## config.mk

```make
export PLATFORM = sky130hd
export DESIGN_NAME = decimal_number_token_lexer
export DESIGN_NICKNAME = d
export VERILOG_FILES = /design/src/rtl/dntl_pkg.sv /design/src/rtl/dntl_front.sv /design/src/rtl/dntl_back.sv /design/src/rtl/decimal_number_token_lexer.sv
export SDC_FILE = /design/constraint.sdc
export NUM_CORES = 1
export LEC_CHECK = 0
export BUFFER_PORTS_ARGS = -buffer_cell sky130_fd_sc_hd__clkbuf_2
export CAP_MARGIN = 20
export CORE_UTILIZATION = 27
export CTS_CLUSTER_SIZE = 40
export DETAILED_ROUTE_END_ITERATION = 8
export PLACE_DENSITY_LB_ADDON = 0.25
export SLEW_MARGIN = 40
export SYNTH_ARGS = -nofsm -noshare
export SYNTH_HDL_FRONTEND = slang
export SYNTH_SLANG_ARGS = --single-unit
```

## constraint.sdc

```tcl
create_clock -name clock -period 19.7 [get_ports clock]
set_input_delay 0.985 -clock clock [delete_from_list [all_inputs] [get_ports clock]]
set_output_delay 0.985 -clock clock [all_outputs]
set_load 0.03 [all_outputs]
```

## src/rtl/dntl_pkg.sv

```systemverilog
// Shared types and constants for the decimal number token lexer.
`default_nettype none

package dntl_pkg;

   localparam int CHAR_W   = 21;
   localparam int MAG_W    = 63;
   localparam int VALUE_W  = 64;
   localparam int PLACES_W = 5;

   localparam logic [CHAR_W-1:0] CHR_ZERO   = CHAR_W'(8'h30);
   localparam logic [CHAR_W-1:0] CHR_NINE   = CHAR_W'(8'h39);
   localparam logic [CHAR_W-1:0] CHR_MINUS  = CHAR_W'(8'h2D);
   localparam logic [CHAR_W-1:0] CHR_PERIOD = CHAR_W'(8'h2E);
   localparam logic [CHAR_W-1:0] CHR_SLASH  = CHAR_W'(8'h2F);
   localparam logic [CHAR_W-1:0] CHR_COMMA  = CHAR_W'(8'h2C);

   localparam logic [PLACES_W-1:0] MAX_PLACES = PLACES_W'(19);

   localparam logic CMD_FIRST = 1'b0;
   localparam logic CMD_NEXT  = 1'b1;

   localparam logic [1:0] KIND_INT   = 2'd0;
   localparam logic [1:0] KIND_RATIO = 2'd1;
   localparam logic [1:0] KIND_DEC   = 2'd2;

   localparam logic [1:0] STS_OK       = 2'd0;
   localparam logic [1:0] STS_PERIODS  = 2'd1;
   localparam logic [1:0] STS_BAD_NUM  = 2'd2;
   localparam logic [1:0] STS_OVERFLOW = 2'd3;

   typedef enum logic [2:0] {
      CLS_DIGIT,
      CLS_PERIOD,
      CLS_SLASH,
      CLS_COMMA,
      CLS_SIGN,
      CLS_END
   } cls_type;

   typedef struct packed {
      logic              command;
      logic [CHAR_W-1:0] character;
   } req_type;

   typedef struct packed {
      logic [1:0]                kind;
      logic [1:0]                status;
      logic signed [VALUE_W-1:0] value;
      logic [MAG_W-1:0]          denominator;
      logic [PLACES_W-1:0]       decimal_places;
      logic                      char_not_consumed;
   } rsp_type;

   typedef struct packed {
      logic       command;
      cls_type    cls;
      logic [3:0] digit;
   } tok_type;

endpackage

`default_nettype wire

```

## src/rtl/dntl_front.sv

```systemverilog
// Front end: classifies incoming characters and queues them for the back end.
`default_nettype none

module dntl_front (
   input  wire logic             clock,
   input  wire logic             reset,
   input  wire logic             req_valid,
   output logic                  req_stall,
   input  wire dntl_pkg::req_type req_data,
   output logic                  q_valid,
   output dntl_pkg::tok_type     q_tok,
   input  wire logic             q_pop
);
   import dntl_pkg::*;

   tok_type    tok_ff [2];
   tok_type    tok_in;
   logic       wr_ptr_ff, wr_ptr_in;
   logic       rd_ptr_ff, rd_ptr_in;
   logic [1:0] count_ff, count_in;
   logic       push;

   always_comb begin
      tok_in.command = req_data.command;
      tok_in.digit   = req_data.character[3:0];
      if (req_data.character inside {[CHR_ZERO:CHR_NINE]}) begin
         tok_in.cls = CLS_DIGIT;
      end else if (req_data.character == CHR_PERIOD) begin
         tok_in.cls = CLS_PERIOD;
      end else if (req_data.character == CHR_SLASH) begin
         tok_in.cls = CLS_SLASH;
      end else if (req_data.character == CHR_COMMA) begin
         tok_in.cls = CLS_COMMA;
      end else if (req_data.character == CHR_MINUS && req_data.command == CMD_FIRST) begin
         tok_in.cls = CLS_SIGN;
      end else begin
         tok_in.cls = CLS_END;
      end
   end

   assign req_stall = (count_ff == 2'd2);
   assign push      = req_valid && !req_stall;
   assign q_valid   = (count_ff != 2'd0);
   assign q_tok     = tok_ff[rd_ptr_ff];

   always_comb begin
      wr_ptr_in = push  ? ~wr_ptr_ff : wr_ptr_ff;
      rd_ptr_in = q_pop ? ~rd_ptr_ff : rd_ptr_ff;
      count_in  = count_ff + {1'b0, push} - {1'b0, q_pop};
   end

   always_ff @(posedge clock) begin
      if (reset) begin
         wr_ptr_ff <= 1'b0;
         rd_ptr_ff <= 1'b0;
         count_ff  <= 2'd0;
      end else begin
         wr_ptr_ff <= wr_ptr_in;
         rd_ptr_ff <= rd_ptr_in;
         count_ff  <= count_in;
      end
   end

   always_ff @(posedge clock) begin
      if (push) begin
         tok_ff[wr_ptr_ff] <= tok_in;
      end
   end

endmodule

`default_nettype wire

```

## src/rtl/dntl_back.sv

```systemverilog
// Back end: token accumulator state and the result output register.
`default_nettype none

module dntl_back (
   input  wire logic             clock,
   input  wire logic             reset,
   input  wire logic             q_valid,
   input  wire dntl_pkg::tok_type q_tok,
   output logic                  q_pop,
   output logic                  rsp_valid,
   input  wire logic             rsp_stall,
   output dntl_pkg::rsp_type     rsp_data
);
   import dntl_pkg::*;

   logic                active_ff, active_in;
   logic                neg_ff, neg_in;
   logic                period_ff, period_in;
   logic                slash_ff, slash_in;
   logic [MAG_W-1:0]    mag_ff, mag_in;
   logic [VALUE_W-1:0]  num_ff, num_in;
   logic [PLACES_W-1:0] places_ff, places_in;
   logic                rsp_valid_ff, rsp_valid_in;
   rsp_type             rsp_data_ff, rsp_data_in;

   logic                b_neg, b_period, b_slash, live, res_fire;
   logic [MAG_W-1:0]    b_mag;
   logic [VALUE_W-1:0]  b_num, b_signed;
   logic [PLACES_W-1:0] b_places;
   logic [MAG_W+3:0]    prod_sum;
   rsp_type             res;

   assign q_pop = q_valid && (!rsp_valid_ff || !rsp_stall);

   always_comb begin
      if (q_tok.command == CMD_FIRST) begin
         b_neg    = 1'b0;
         b_period = 1'b0;
         b_slash  = 1'b0;
         b_mag    = '0;
         b_num    = '0;
         b_places = '0;
      end else begin
         b_neg    = neg_ff;
         b_period = period_ff;
         b_slash  = slash_ff;
         b_mag    = mag_ff;
         b_num    = num_ff;
         b_places = places_ff;
      end
      live     = (q_tok.command == CMD_FIRST) || active_ff;
      b_signed = b_neg ? (VALUE_W'(0) - {1'b0, b_mag}) : {1'b0, b_mag};
      prod_sum = {1'b0, b_mag, 3'b000} + {3'b000, b_mag, 1'b0}
               + {{MAG_W{1'b0}}, q_tok.digit};
   end

   always_comb begin
      active_in = active_ff;
      neg_in    = neg_ff;
      period_in = period_ff;
      slash_in  = slash_ff;
      mag_in    = mag_ff;
      num_in    = num_ff;
      places_in = places_ff;
      res_fire  = 1'b0;
      res.kind              = KIND_INT;
      res.status            = STS_OK;
      res.value             = '0;
      res.denominator       = MAG_W'(1);
      res.decimal_places    = '0;
      res.char_not_consumed = 1'b0;
      if (q_pop && live) begin
         active_in = 1'b1;
         neg_in    = b_neg;
         period_in = b_period;
         slash_in  = b_slash;
         mag_in    = b_mag;
         num_in    = b_num;
         places_in = b_places;
         case (q_tok.cls)
            CLS_SIGN: begin
               neg_in = 1'b1;
            end
            CLS_DIGIT: begin
               if ((|prod_sum[MAG_W+3:MAG_W]) || (b_period && b_places >= MAX_PLACES)) begin
                  res_fire   = 1'b1;
                  res.status = STS_OVERFLOW;
               end else begin
                  mag_in    = prod_sum[MAG_W-1:0];
                  places_in = b_places + PLACES_W'(b_period);
               end
            end
            CLS_PERIOD: begin
               if (b_period || b_slash) begin
                  res_fire   = 1'b1;
                  res.status = STS_PERIODS;
               end else begin
                  period_in = 1'b1;
               end
            end
            CLS_SLASH: begin
               if (b_period || b_slash) begin
                  res_fire   = 1'b1;
                  res.status = STS_BAD_NUM;
               end else begin
                  num_in   = b_signed;
                  mag_in   = '0;
                  slash_in = 1'b1;
               end
            end
            CLS_COMMA: begin
               active_in = 1'b1;
            end
            default: begin
               res_fire              = 1'b1;
               res.char_not_consumed = 1'b1;
               if (b_period) begin
                  res.kind           = KIND_DEC;
                  res.value          = b_signed;
                  res.decimal_places = b_places;
               end else if (b_slash) begin
                  res.kind        = KIND_RATIO;
                  res.value       = b_num;
                  res.denominator = b_mag;
               end else begin
                  res.value = b_signed;
               end
            end
         endcase
         if (res_fire) begin
            active_in = 1'b0;
            neg_in    = 1'b0;
            period_in = 1'b0;
            slash_in  = 1'b0;
            mag_in    = '0;
            num_in    = '0;
            places_in = '0;
         end
      end
   end

   always_comb begin
      if (res_fire) begin
         rsp_valid_in = 1'b1;
      end else if (!rsp_stall) begin
         rsp_valid_in = 1'b0;
      end else begin
         rsp_valid_in = rsp_valid_ff;
      end
      rsp_data_in = res_fire ? res : rsp_data_ff;
   end

   always_ff @(posedge clock) begin
      if (reset) begin
         active_ff    <= 1'b0;
         neg_ff       <= 1'b0;
         period_ff    <= 1'b0;
         slash_ff     <= 1'b0;
         mag_ff       <= '0;
         num_ff       <= '0;
         places_ff    <= '0;
         rsp_valid_ff <= 1'b0;
      end else begin
         active_ff    <= active_in;
         neg_ff       <= neg_in;
         period_ff    <= period_in;
         slash_ff     <= slash_in;
         mag_ff       <= mag_in;
         num_ff       <= num_in;
         places_ff    <= places_in;
         rsp_valid_ff <= rsp_valid_in;
      end
   end

   always_ff @(posedge clock) begin
      rsp_data_ff <= rsp_data_in;
   end

   assign rsp_valid = rsp_valid_ff;
   assign rsp_data  = rsp_data_ff;

endmodule

`default_nettype wire

```

## src/rtl/decimal_number_token_lexer.sv

```systemverilog
// Top level of the decimal number token lexer.
//
// Characters of a numeric token enter on the req_ channel, one transaction per
// character, with command low for the first character of a token. A token
// ends on a terminating character or on an error, and one transaction on the
// rsp_ channel then carries its kind, status, value, denominator and places.
// A transaction moves when valid is high and stall is low at a clock edge.
// The front end classifies each character into a two-entry queue, and the
// back end applies it to the accumulator, one character per cycle while no
// result waits on rsp_stall, with a single multiply by ten and add as the
// longest path. A result reaches rsp_valid through the queue and the result
// register, and characters flow at one per cycle while rsp_stall is low.
// While rsp_stall is high on a waiting result, the result register holds
// it, the queue fills and req_stall rises once both entries are taken.
// Synchronous reset empties the queue, drops any partial token and clears
// the result valid flag; req_stall is low in the first cycle after reset.
`default_nettype none

module decimal_number_token_lexer (
   input  wire logic             clock,
   input  wire logic             reset,
   input  wire logic             req_valid,
   output logic                  req_stall,
   input  wire dntl_pkg::req_type req_data,
   output logic                  rsp_valid,
   input  wire logic             rsp_stall,
   output dntl_pkg::rsp_type     rsp_data
);
   import dntl_pkg::*;

   logic    q_valid;
   logic    q_pop;
   tok_type q_tok;

   dntl_front u_front (
      .clock     (clock),
      .reset     (reset),
      .req_valid (req_valid),
      .req_stall (req_stall),
      .req_data  (req_data),
      .q_valid   (q_valid),
      .q_tok     (q_tok),
      .q_pop     (q_pop)
   );

   dntl_back u_back (
      .clock     (clock),
      .reset     (reset),
      .q_valid   (q_valid),
      .q_tok     (q_tok),
      .q_pop     (q_pop),
      .rsp_valid (rsp_valid),
      .rsp_stall (rsp_stall),
      .rsp_data  (rsp_data)
   );

   assert property (@(posedge clock) disable iff (reset)
      rsp_valid && rsp_data.status != STS_OK |->
         rsp_data.kind == KIND_INT && rsp_data.value == '0 &&
         rsp_data.denominator == MAG_W'(1) && rsp_data.decimal_places == '0 &&
         !rsp_data.char_not_consumed)
      else $error("Error result carries a non-default payload.");

   assert property (@(posedge clock) disable iff (reset)
      rsp_valid && rsp_data.kind != KIND_DEC |-> rsp_data.decimal_places == '0)
      else $error("Places reported on a result that is not decimal.");

   assert property (@(posedge clock) disable iff (reset)
      rsp_valid |-> rsp_data.kind != 2'd3)
      else $error("Result kind out of range.");

   assert property (@(posedge clock) disable iff (reset)
      $rose(req_stall) |-> $past(req_valid))
      else $error("Queue filled without an accepted transaction.");

endmodule

`default_nettype wire
```

# Yosys cells after proc, flatten, opt, wreduce, memory -nomap -nowiden
# Memory sizes are Yosys's and may differ from the RTL's. A register that Yosys moved wholly into a read port is not among the register bits.
# Index checks and enable logic that the tools add are counted.
dict set report classes {
  n_bitwise 7
  n_mux 51
  order_cmp 3
  n_eq_ne 10
  n_reduce_logical 23
  add_sub_neg 6
}
# operator n
set op_table {}
lappend op_table {{$mux W64} 7}
lappend op_table {{$mux W63} 4}
lappend op_table {{$pmux W63 S2} 1}
lappend op_table {{$eq A21 B6 Y1 const B} 4}
lappend op_table {{$add A66 B64 Y67} 1}
lappend op_table {{$add A67 B4 Y67} 1}
lappend op_table {{$sub A1 B63 Y64 const A} 1}
lappend op_table {{$mux W1} 26}
lappend op_table {{$ge A21 B6 Y1 const B} 1}
lappend op_table {{$le A21 B6 Y1 const B} 1}
lappend op_table {{$mux W5} 4}
lappend op_table {{$reduce_or A7 Y1} 2}
lappend op_table {{$mux W3} 4}
lappend op_table {{$reduce_or A8 Y1} 1}
lappend op_table {{$not A1 Y1} 7}
lappend op_table {{$eq A3 B2 Y1 const B} 2}
lappend op_table {{$logic_and A1 B1 Y1} 6}
lappend op_table {{$mux W2} 3}
lappend op_table {{$pmux W2 S3} 1}
lappend op_table {{$reduce_or A6 Y1} 1}
lappend op_table {{$add A5 B1 Y5} 1}
lappend op_table {{$ge A5 B5 Y1 const B} 1}
lappend op_table {{$reduce_or A5 Y1} 1}
lappend op_table {{$logic_or A1 B1 Y1} 4}
lappend op_table {{other kinds (12)} 15}
dict set report totals {
  out_inout_bits 139
  ramBits 16
  register_bits 278
  word_cells 119
  in_bits 26
  n_memories 1
}
# memory depth word_bits rd rd_ports_with_merged_regs wr line_no
set mem_list {}
lappend mem_list {u_front.tok_ff 2 8 1 1 1 dntl_front.sv:16} ;# tok_type tok_ff [2];

# Depth between registers and ports, before layout
# Gate-level depths: netlist of the first run.
dict set report depth {
  word_depth 10
  mapped_depth 26
  mapped_depth_nobuf 18
}

# By module
# Synthesis of the first run repeated with hierarchy kept, for this count alone.
dict set report unflattened {
  hier_cells 2252
  hier_area_um2 18849.3
}
# mod cells_each area_per_inst_um2 seq_area_each_um2 n_inst
set by_module_without_submodules {}
lappend by_module_without_submodules {dntl_back 2184 17942.2 6856.6 1}
lappend by_module_without_submodules {dntl_front 68 907.1 580.6 1}

# Worst setup path before layout of the first run
# No wires, ideal clock.
dict set report synth_path {
  path_kind {flip-flop to flip-flop}
  startpoint {register with a tool-made name}
  endpoint {register u_back.rsp_data_ff, in the netlist u_back.rsp_data[0], enable pin}
  n_path_buf 7
  required_time_ps 19050
  setup_time_ps 650
  arrival_time_ps 11122
  stages_incl_launch_ff 26
  path_slack_ps 7928
  synth_period_minus_slack_ps 11772
  path_cell_list {dfxtp_1 > buf_2 > mux2_2 > clkbuf_1 > clkbuf_1 > clkbuf_1 > clkbuf_1 > buf_1 > nand2_1 > inv_1 > ha_1 > ha_1 > inv_1 > fa_1 > nor2b_1 > o311ai_1 > a21oi_1 > o211ai_1 > a21boi_1 > a2111oi_4 > nor4_1 > a2111oi_0 > and3b_1 > buf_2 > o21bai_1 > nor2b_1}
}
# element line_no
set synth_rtl {}
lappend synth_rtl {{end signal, assigned} dntl_back.sv:176} ;# rsp_data_ff <= rsp_data_in;
lappend synth_rtl {{end, declared} dntl_back.sv:24} ;# rsp_type rsp_data_ff, rsp_data_in;

==> run_results.csv, run 1 <==
group,metric,value,unit
clock_tree,cts_tree,"yes",
clock_tree,clk_latency,0.56,ns
routing,routed_wl,56800,um
finish,drive_gt1_share,14.0,%
setup_path,path_class,"flop to flop",
sta,tns,0,ns
setup_path,worst_setup_path_start_kind,"flop",
finish,fin_cells,2876,
synth,synthXorXnorAreaFrac,5.40,%
sta,finalCritPeriodShare,37.9,%
global_routing,antenna_found_initial,0,
routing,drtPass1Iterations,7,
min_path,holdCritPathClass,"flop to flop",
clock_tree,postCtsSetupRepairBufs,0,
floorplanning,core_area,64300,um^2
synth,syn_inst,1883,
power_and_ir_drop,p_switching,707,uW
finish,final_area,20300,um^2
synth,synth-simple-area-share,16.8,%
synth,yosysWarnings,0,
synth,synthTopCellsByCount,"nand2_1, o21ai_0, edfxtp_1",
clock_tree,numCtsBuffers,35,
synth,syn_nets,2040,
floorplanning,start_util,27.2,%
synth,synthAdderAreaFrac,9.39,%
setup_path,arrival,7.65,ns
synth,synth_mux_area_share,1.05,%
power_and_ir_drop,power.internal,1210,uW
sta,min_period,7.47,ns
routing,vias_per_cell,5.12,
synth,synth_top_family_by_area,"compound AO/OA/AOI/OAI gates",
synth,ys_types,81,
global_routing,grt_max_degree,64,
synth,yosysSeqAreaShare,42.4,%
synth,synth_area_leader_cell,"edfxtp_1",
sta,max_freq,134,MHz
power_and_ir_drop,p_leak,0.00850,uW
clock_tree,postCtsHoldBufs,0,
routing,ant_nets,0,
synth,synthTopCellsByArea,"edfxtp_1, dfxtp_1, ha_1, a22o_1, nand2_1",
floorplanning,die_area,65900,um^2
floorplanning,fp.dieH,257,um
floorplanning,ios,165,
clock_tree,cts_resized,0,
floorplanning,die_w,257,um
synth,synth_edf_count,153,
global_routing,grt_usage,16.8,%
finish,layout.nets,2152,
synth,synth_top_area_share,26.2,%
placed_design,place_inst,2813,
clock_tree,cts.path.max_buffers,3,
placed_design,post-dp-hpwl,42900,um
power_and_ir_drop,vdd_drop_max,0.0626,mV
sta,slew_headroom,44.3,%
floorplanning,rows,93,
synth,ys_ff_latch,295,
synth,synth_compound_gate_area_share,21.1,%
power_and_ir_drop,pwr-share-seq,41.7,%
routing,wl_per_cell,19.7,um
sta,hold_viol_final,0,
power_and_ir_drop,pwr-share-comb,25.8,%
finish,syn_to_final_growth,15.7,%
synth,ys.flop_type,"edfxtp_1",
placed_design,gp_congestion,0.922,
global_routing,grt_pass1_wl,86200,um
setup_path,path_max_fanout,63,
power_and_ir_drop,clkPwrFrac,32.5,%
placed_design,portBuffers,164,
power_and_ir_drop,pwr_density_cell,94.5,nW/um^2
clock_tree,cts_max_level,2,
global_routing,first_global_vias,14100,
sta,setup_violations,0,
placed_design,placed_area,19200,um^2
finish,antennaDiodeCount,0,
clock_tree,cts_sinks,295,
sta,grt_setup_unrepaired,"no",
routing,route.detailed.drc,0,
finish,postLayoutCoreUtil,31.5,%
power_and_ir_drop,swShare,36.9,%
power_and_ir_drop,p_total,1920,uW
clock_tree,root_buffer,"clkbuf_16",
run_status,status,"complete, no violations",
sta,tightest_slew,0.826,ns
synth,netlist_area,17500,um^2
synth,yosys.cell_count.top_type,"nand2_1",
global_routing,grt_overflow,0,
routing,vias,14700,
setup_path,cp.required,19.87,ns
finish,num-fill-cells,6734,
synth,postSynthAreaPerCell,9.31,um^2
flow_run,maxCapViolCount,0,
setup_path,end_kind,"flop",
clock_tree,cts.reportedPaths.clkPinSlew,0.06,ns
sta,finClkSkew,0.0270,ns
synth,async_reset_ff_share,0,%
routing,drtIter0Drc,1251,
sta,final-max-slew-violation-count,0,
power groups by stage:
stage               Clock (uW)  Sequential [uW]  Combinational, uW
CTS                        638              803                498
global route               660              810                525
finish                     623              800                495
detailed placement           0              815                497
global placement             0              812                494
floorplan                    0              984                173
registers in the layout, summed over array words and instances (netlist names), named ones only:
| register | cells |
|---|---|
| u_back.num_ff | 64 |
| u_back.mag_ff | 63 |
| u_back.period_ff | 1 |
| u_back.places_ff | 5 |
| u_back.slash_ff | 1 |
| u_front.count_ff | 2 |
| u_back.rsp_data | 137 |
| u_front.wr_ptr_ff | 1 |
| u_front.rd_ptr_ff | 1 |
| u_back.active_ff | 1 |
| u_back.rsp_valid | 1 |
| u_front.tok_ff | 16 |
| u_back.neg_ff | 1 |
final timing paths:
kind                                   startpoint              endpoint  slack, ns  cells past startpoint
worst max-delay path                         flop  u_back.rsp_data[133]      12.23                     18
worst min-delay path            u_back.num_ff[23]     u_back.num_ff[23]       0.47                      1
worst max register to register               flop  u_back.rsp_data[133]      12.23                     18
worst min register to register  u_back.num_ff[23]     u_back.num_ff[23]       0.47                      1
cell type report:
cell class | instances | area, um^2 | share of cell area, %
inverter | 59 | 221 | 1.09
clock inverter | 20 | 175 | 0.864
clock buffer | 43 | 916 | 4.52
tap | 855 | 1070 | 5.27
multi-input combinational | 1419 | 9480 | 46.8
timing repair buffer | 185 | 978 | 4.82
sequential | 295 | 7440 | 36.7
metal layers:
| metal | routed length (um) | track usage (%) | up-vias | part of all wire [%] |
|---|---|---|---|---|
| li1 | - | - | 7146 | - |
| met1 | 27700 | 24.3 | 7083 | 49 |
| met2 | 24700 | 25.8 | 427 | 44 |
| met3 | 3270 | 2.76 | 59 | 5.8 |
| met4 | 1080 | 3.92 | 0 | 1.9 |
| met5 | 0 | 0 | - | 0 |
layout by cell type, fill, tap and decap left out, types with 6 or more instances in the layout:
master / count
nand2_1: 216
clkbuf_2: 164
o21ai_0: 156
edfxtp_1: 153
dfxtp_1: 142
nor2_1: 134
ha_1: 130
a21oi_1: 113
a22o_1: 98
xor2_1: 67
inv_1: 58
and3_1: 48
and2_1: 44
xnor2_1: 41
clkbuf_16: 35
nand3_1: 34
a21o_1: 34
nor3_1: 28
nand4_1: 26
buf_4: 21
o21bai_1: 20
nor4_1: 17
o31ai_1: 17
o2bb2ai_1: 15
o21a_1: 15
mux2i_1: 11
nand2b_1: 9
or3_1: 9
o211ai_1: 8
a31oi_1: 8
a211oi_1: 8
nor2b_1: 8
or4_1: 7
clkbuf_1: 7
a311oi_1: 6
o41ai_1: 6
clkinvlp_4: 6
cell families (layout without fill, tap and decap cells):
| group | Yosys count | after routing |
|---|---|---|
| buffers and inverters | 169 | 307 |
| DFF | 295 | 295 |
| xor gates and xnor gates | 108 | 108 |
| and+or+nand+nor | 609 | 609 |
| adders and majority gates | 131 | 131 |
| muxes | 18 | 18 |
| AOI/OAI and AO/OA | 553 | 553 |
stage by stage:
| step | hold slack (ns) | setup WS, ns |
|---|---|---|
| 2_1_floorplan | 0.425 | 7.93 |
| 3_3_place_gp | 0.444 | 12.65 |
| 3_5_place_dp | 0.446 | 12.44 |
| 4_1_cts | 0.465 | 12.41 |
| 5_1_grt | 0.474 | 11.80 |
| 6_report | 0.466 | 12.23 |
critical path: stages, from the launching register on:
cell      delay (ns)
dfxtp_1         0.72
mux2_2          0.50
buf_4           0.63
nand2_1         0.22
inv_1           0.25
ha_1            0.28
ha_1            0.40
nand2_1         0.13
or3_1           0.41
or3_1           0.41
a211o_1         0.35
a211oi_1        0.30
o221ai_1        0.17
o21ai_0         0.10
and3b_1         0.43
o21bai_1        0.44
nor2b_4         0.23
buf_4           0.46
buf_4           0.55
Note: power is estimated with default switching activity, not from simulation.
==> run 2: changes to the inputs <==
--- a/config.mk
+++ b/config.mk
@@ -5,6 +5,7 @@
 export SDC_FILE = /design/constraint.sdc
 export NUM_CORES = 1
 export LEC_CHECK = 0
+export ABC_AREA = 1
 export BUFFER_PORTS_ARGS = -buffer_cell sky130_fd_sc_hd__clkbuf_2
 export CAP_MARGIN = 20
 export CORE_UTILIZATION = 27
==> constraint.sdc (replaced) <==
create_clock -name clock -period 7 [get_ports clock]
set_input_delay 0.35 -clock clock [delete_from_list [all_inputs] [get_ports clock]]
set_output_delay 0.35 -clock clock [all_outputs]
set_load 0.03 [all_outputs]
==> run 2 against run 1 <==
Routed wire length is 47% higher. Final cell count is 65% higher. Clock skew is 0.0025 ns higher. Combinational power grew to 3.4 times the previous value. Total power grew to 2.9 times the previous value. Clock-buffer cell count is 6 lower. Final area is 27% higher. Sequential share of layout area is 7.9 points lower. Flip-flop and latch count stayed put. Worst hold slack worse by 0.45 ns. Setup slack worse by 11 ns. Largest power group unchanged.
==> run_results.csv, run 2 <==
group,metric,value,unit
run_status,status,"complete, no violations",
setup_path,cp.required,7.28,ns
routing,routed_wl,83600,um
routing,wl_per_cell,17.6,um
sta,tightest_slew,0.834,ns
global_routing,grt_usage,18.9,%
clock_tree,numCtsBuffers,30,
synth,netlist_area,22900,um^2
placed_design,gp_congestion,0.978,
routing,ant_nets,0,
clock_tree,clk_latency,0.59,ns
synth,synthTopCellsByArea,"edfxtp_1, nand2_1, dfxtp_1, inv_1, ha_1",
synth,syn_inst,3476,
synth,syn_nets,3633,
setup_path,end_kind,"flop",
placed_design,post-dp-hpwl,64900,um
power_and_ir_drop,vdd_drop_max,0.166,mV
floorplanning,die_w,293,um
synth,synthTopCellsByCount,"nand2_1, inv_1, nor2_1",
finish,syn_to_final_growth,13.0,%
sta,grt_setup_unrepaired,"no",
synth,async_reset_ff_share,0,%
finish,drive_gt1_share,10.9,%
synth,ys_types,56,
synth,ys_ff_latch,295,
synth,synth_area_leader_cell,"edfxtp_1",
sta,hold_ws,0.0156,ns
finish,layout_common_cells,"nand2_1, inv_1, nor2_1, a21oi_1, nand3_1",
floorplanning,ios,165,
setup_path,reg2reg_to,"u_back.rsp_data[111]",
setup_path,path_class,"flop to flop",
clock_tree,cts_tree,"yes",
floorplanning,rows,106,
global_routing,first_global_vias,21100,
clock_tree,cts_max_level,1,
setup_path,rrSetupSlack,1.29,ns
clock_tree,root_buffer,"clkbuf_16",
synth,ys.flop_type,"edfxtp_1",
synth,postSynthAreaPerCell,6.58,um^2
synth,yosys.cell_count.top_type,"nand2_1",
global_routing,grt_overflow,0,
global_routing,grt_pass1_wl,127000,um
sta,slew_headroom,44.1,%
setup_path,path_max_fanout,60,
sta,hold_viol_final,0,
synth,yosysWarnings,0,
floorplanning,die_area,85900,um^2
sta,setup_violations,0,
sta,final-max-slew-violation-count,0,
floorplanning,fp.dieH,293,um
clock_tree,cts_sinks,295,
floorplanning,start_util,27.3,%
sta,finClkSkew,0.0295,ns
global_routing,antenna_found_initial,0,
synth,synth_edf_count,153,
routing,route.detailed.drc,0,
routing,vias,22600,
finish,largest_reg_flops,137,
placed_design,portBuffers,164,
setup_path,arrival,5.99,ns
sta,min_period,5.71,ns
routing,drtIter0Drc,1917,
clock_tree,postCtsSetupRepairBufs,0,
min_path,hold_end,"u_front.tok_ff[1][7]",
sta,max_freq,175,MHz
setup_path,worst_setup_path_start_kind,"flop",
global_routing,grt_max_degree,74,
routing,vias_per_cell,4.77,
clock_tree,cts.reportedPaths.clkPinSlew,0.07,ns
clock_tree,cts.path.max_buffers,3,
sta,tns,0,ns
min_path,whs_path_depth,1,
routing,drtPass1Iterations,6,
sta,finalCritPeriodShare,81.5,%
min_path,holdCritPathClass,"input port to flop",
finish,final_common_cell,"nand2_1",
flow_run,maxCapViolCount,0,
min_path,hold_start,"req_data[21]",
power_and_ir_drop,pwr_density_cell,217,nW/um^2
synth,yosysSeqAreaShare,32.5,%
finish,layout.nets,3738,
clock_tree,postCtsHoldBufs,1,
setup_path,reg2reg_depth,26,
synth,synth_top_area_share,20.1,%
finish,antennaDiodeCount,0,
power_and_ir_drop,p_leak,0.0116,uW
clock_tree,cts_resized,0,
floorplanning,core_area,83800,um^2
-- run 2: cell count changes in the layout (fill, tap and decap cells not counted), moves of 92 or more --
cell,delta
nand2_1,+850
nand3_1,+219
o21ai_0,-92
inv_1,+389
nor2_1,+249
a21oi_1,+151
-- run 2: area by class of cell --
type	instances	area (um^2)
Sequential cell	295	7440
Clock inverter	19	210
Clock buffer	37	798
Multi-Input combinational cell	2559	13000
Inverter	489	1840
Timing Repair Buffer	206	1190
Tap cell	1134	1420
Fill cell	9436	58000
-- run 2: worst max-delay path, stage by stage (launching register included) --
cell      delay [ns]
dfxtp_1         0.63
inv_2           0.13
nand2_2         0.10
nand2_4         0.27
buf_4           0.33
nor2_1          0.55
ha_1            0.36
ha_1            0.37
nand2_2         0.12
nor2_1          0.11
nand3b_1        0.13
nand2_1         0.19
nand2_1         0.10
nand2_2         0.11
nand2_1         0.07
nand2_2         0.13
nand2_2         0.08
nand2_1         0.08
nand2_1         0.06
nand2_2         0.12
nor2_8          0.07
nand2_4         0.07
nand2_4         0.09
nand2_4         0.14
nand2_1         0.13
inv_6           0.42
buf_4           0.30
-- run 2: worst max-delay path by stage --
stage / from / end / slack (ns) / cells past startpoint
final: flop / u_back.rsp_data[111] / 1.29 / 26
after CTS: flop / u_back.rsp_data[13] / 1.30 / 26
after floorplan: flop / u_back.rsp_data[0] / 0.58 / 31
after global routing: flop / u_back.num_ff[32] / 0.88 / 25
after detailed placement: flop / u_back.rsp_data[13] / 1.34 / 26
after global placement: flop / u_back.rsp_data[21] / 1.13 / 26
-- run 2: cell families (layout without fill, tap and decap cells) --
family,count (synthesis),in the layout,synth area share (%)
AOI/OAI and AO/OA,494,494,12.4
xor gates and xnor gates,66,66,2.53
adders and majority gates,131,131,7.20
buffers and inverters,622,751,11.1
DFF,295,295,32.5
muxes,2,2,0.0875
and+or+nand+nor,1866,1866,34.2
-- run 2: report_power, final --
part	switching, uW	internal, uW	leakage, uW
Clock	735	961	0.000487
Combinational	1360	341	0.00853
Sequential	85.0	2130	0.00260
-- run 2: metrics by stage --
step | util, % | setup WS, ns | instances | power, uW | area, um^2
floorplan | - | 0.579 | 3476 | 3460 | 22900
global placement | 29.6 | 1.13 | 4682 | 3970 | 24800
detailed placement | 29.6 | 1.34 | 4682 | 3970 | 24800
CTS | 30.8 | 1.30 | 4739 | 5680 | 25900
global route | 30.8 | 0.880 | 4739 | 5850 | 25900
finish | 30.8 | 1.29 | 4739 | 5620 | 25900
-- run 2: routing by layer --
layer  wire (um)  share of wire (%)  vias to the layer above  track usage, %
li1            -                  -                    11400               -
met1       39000                 47                    10400            26.5
met2       35800                 43                      698            29.0
met3        4690                5.6                      133            2.09
met4        4050                4.8                        0            8.61
met5           0                  0                        -               0
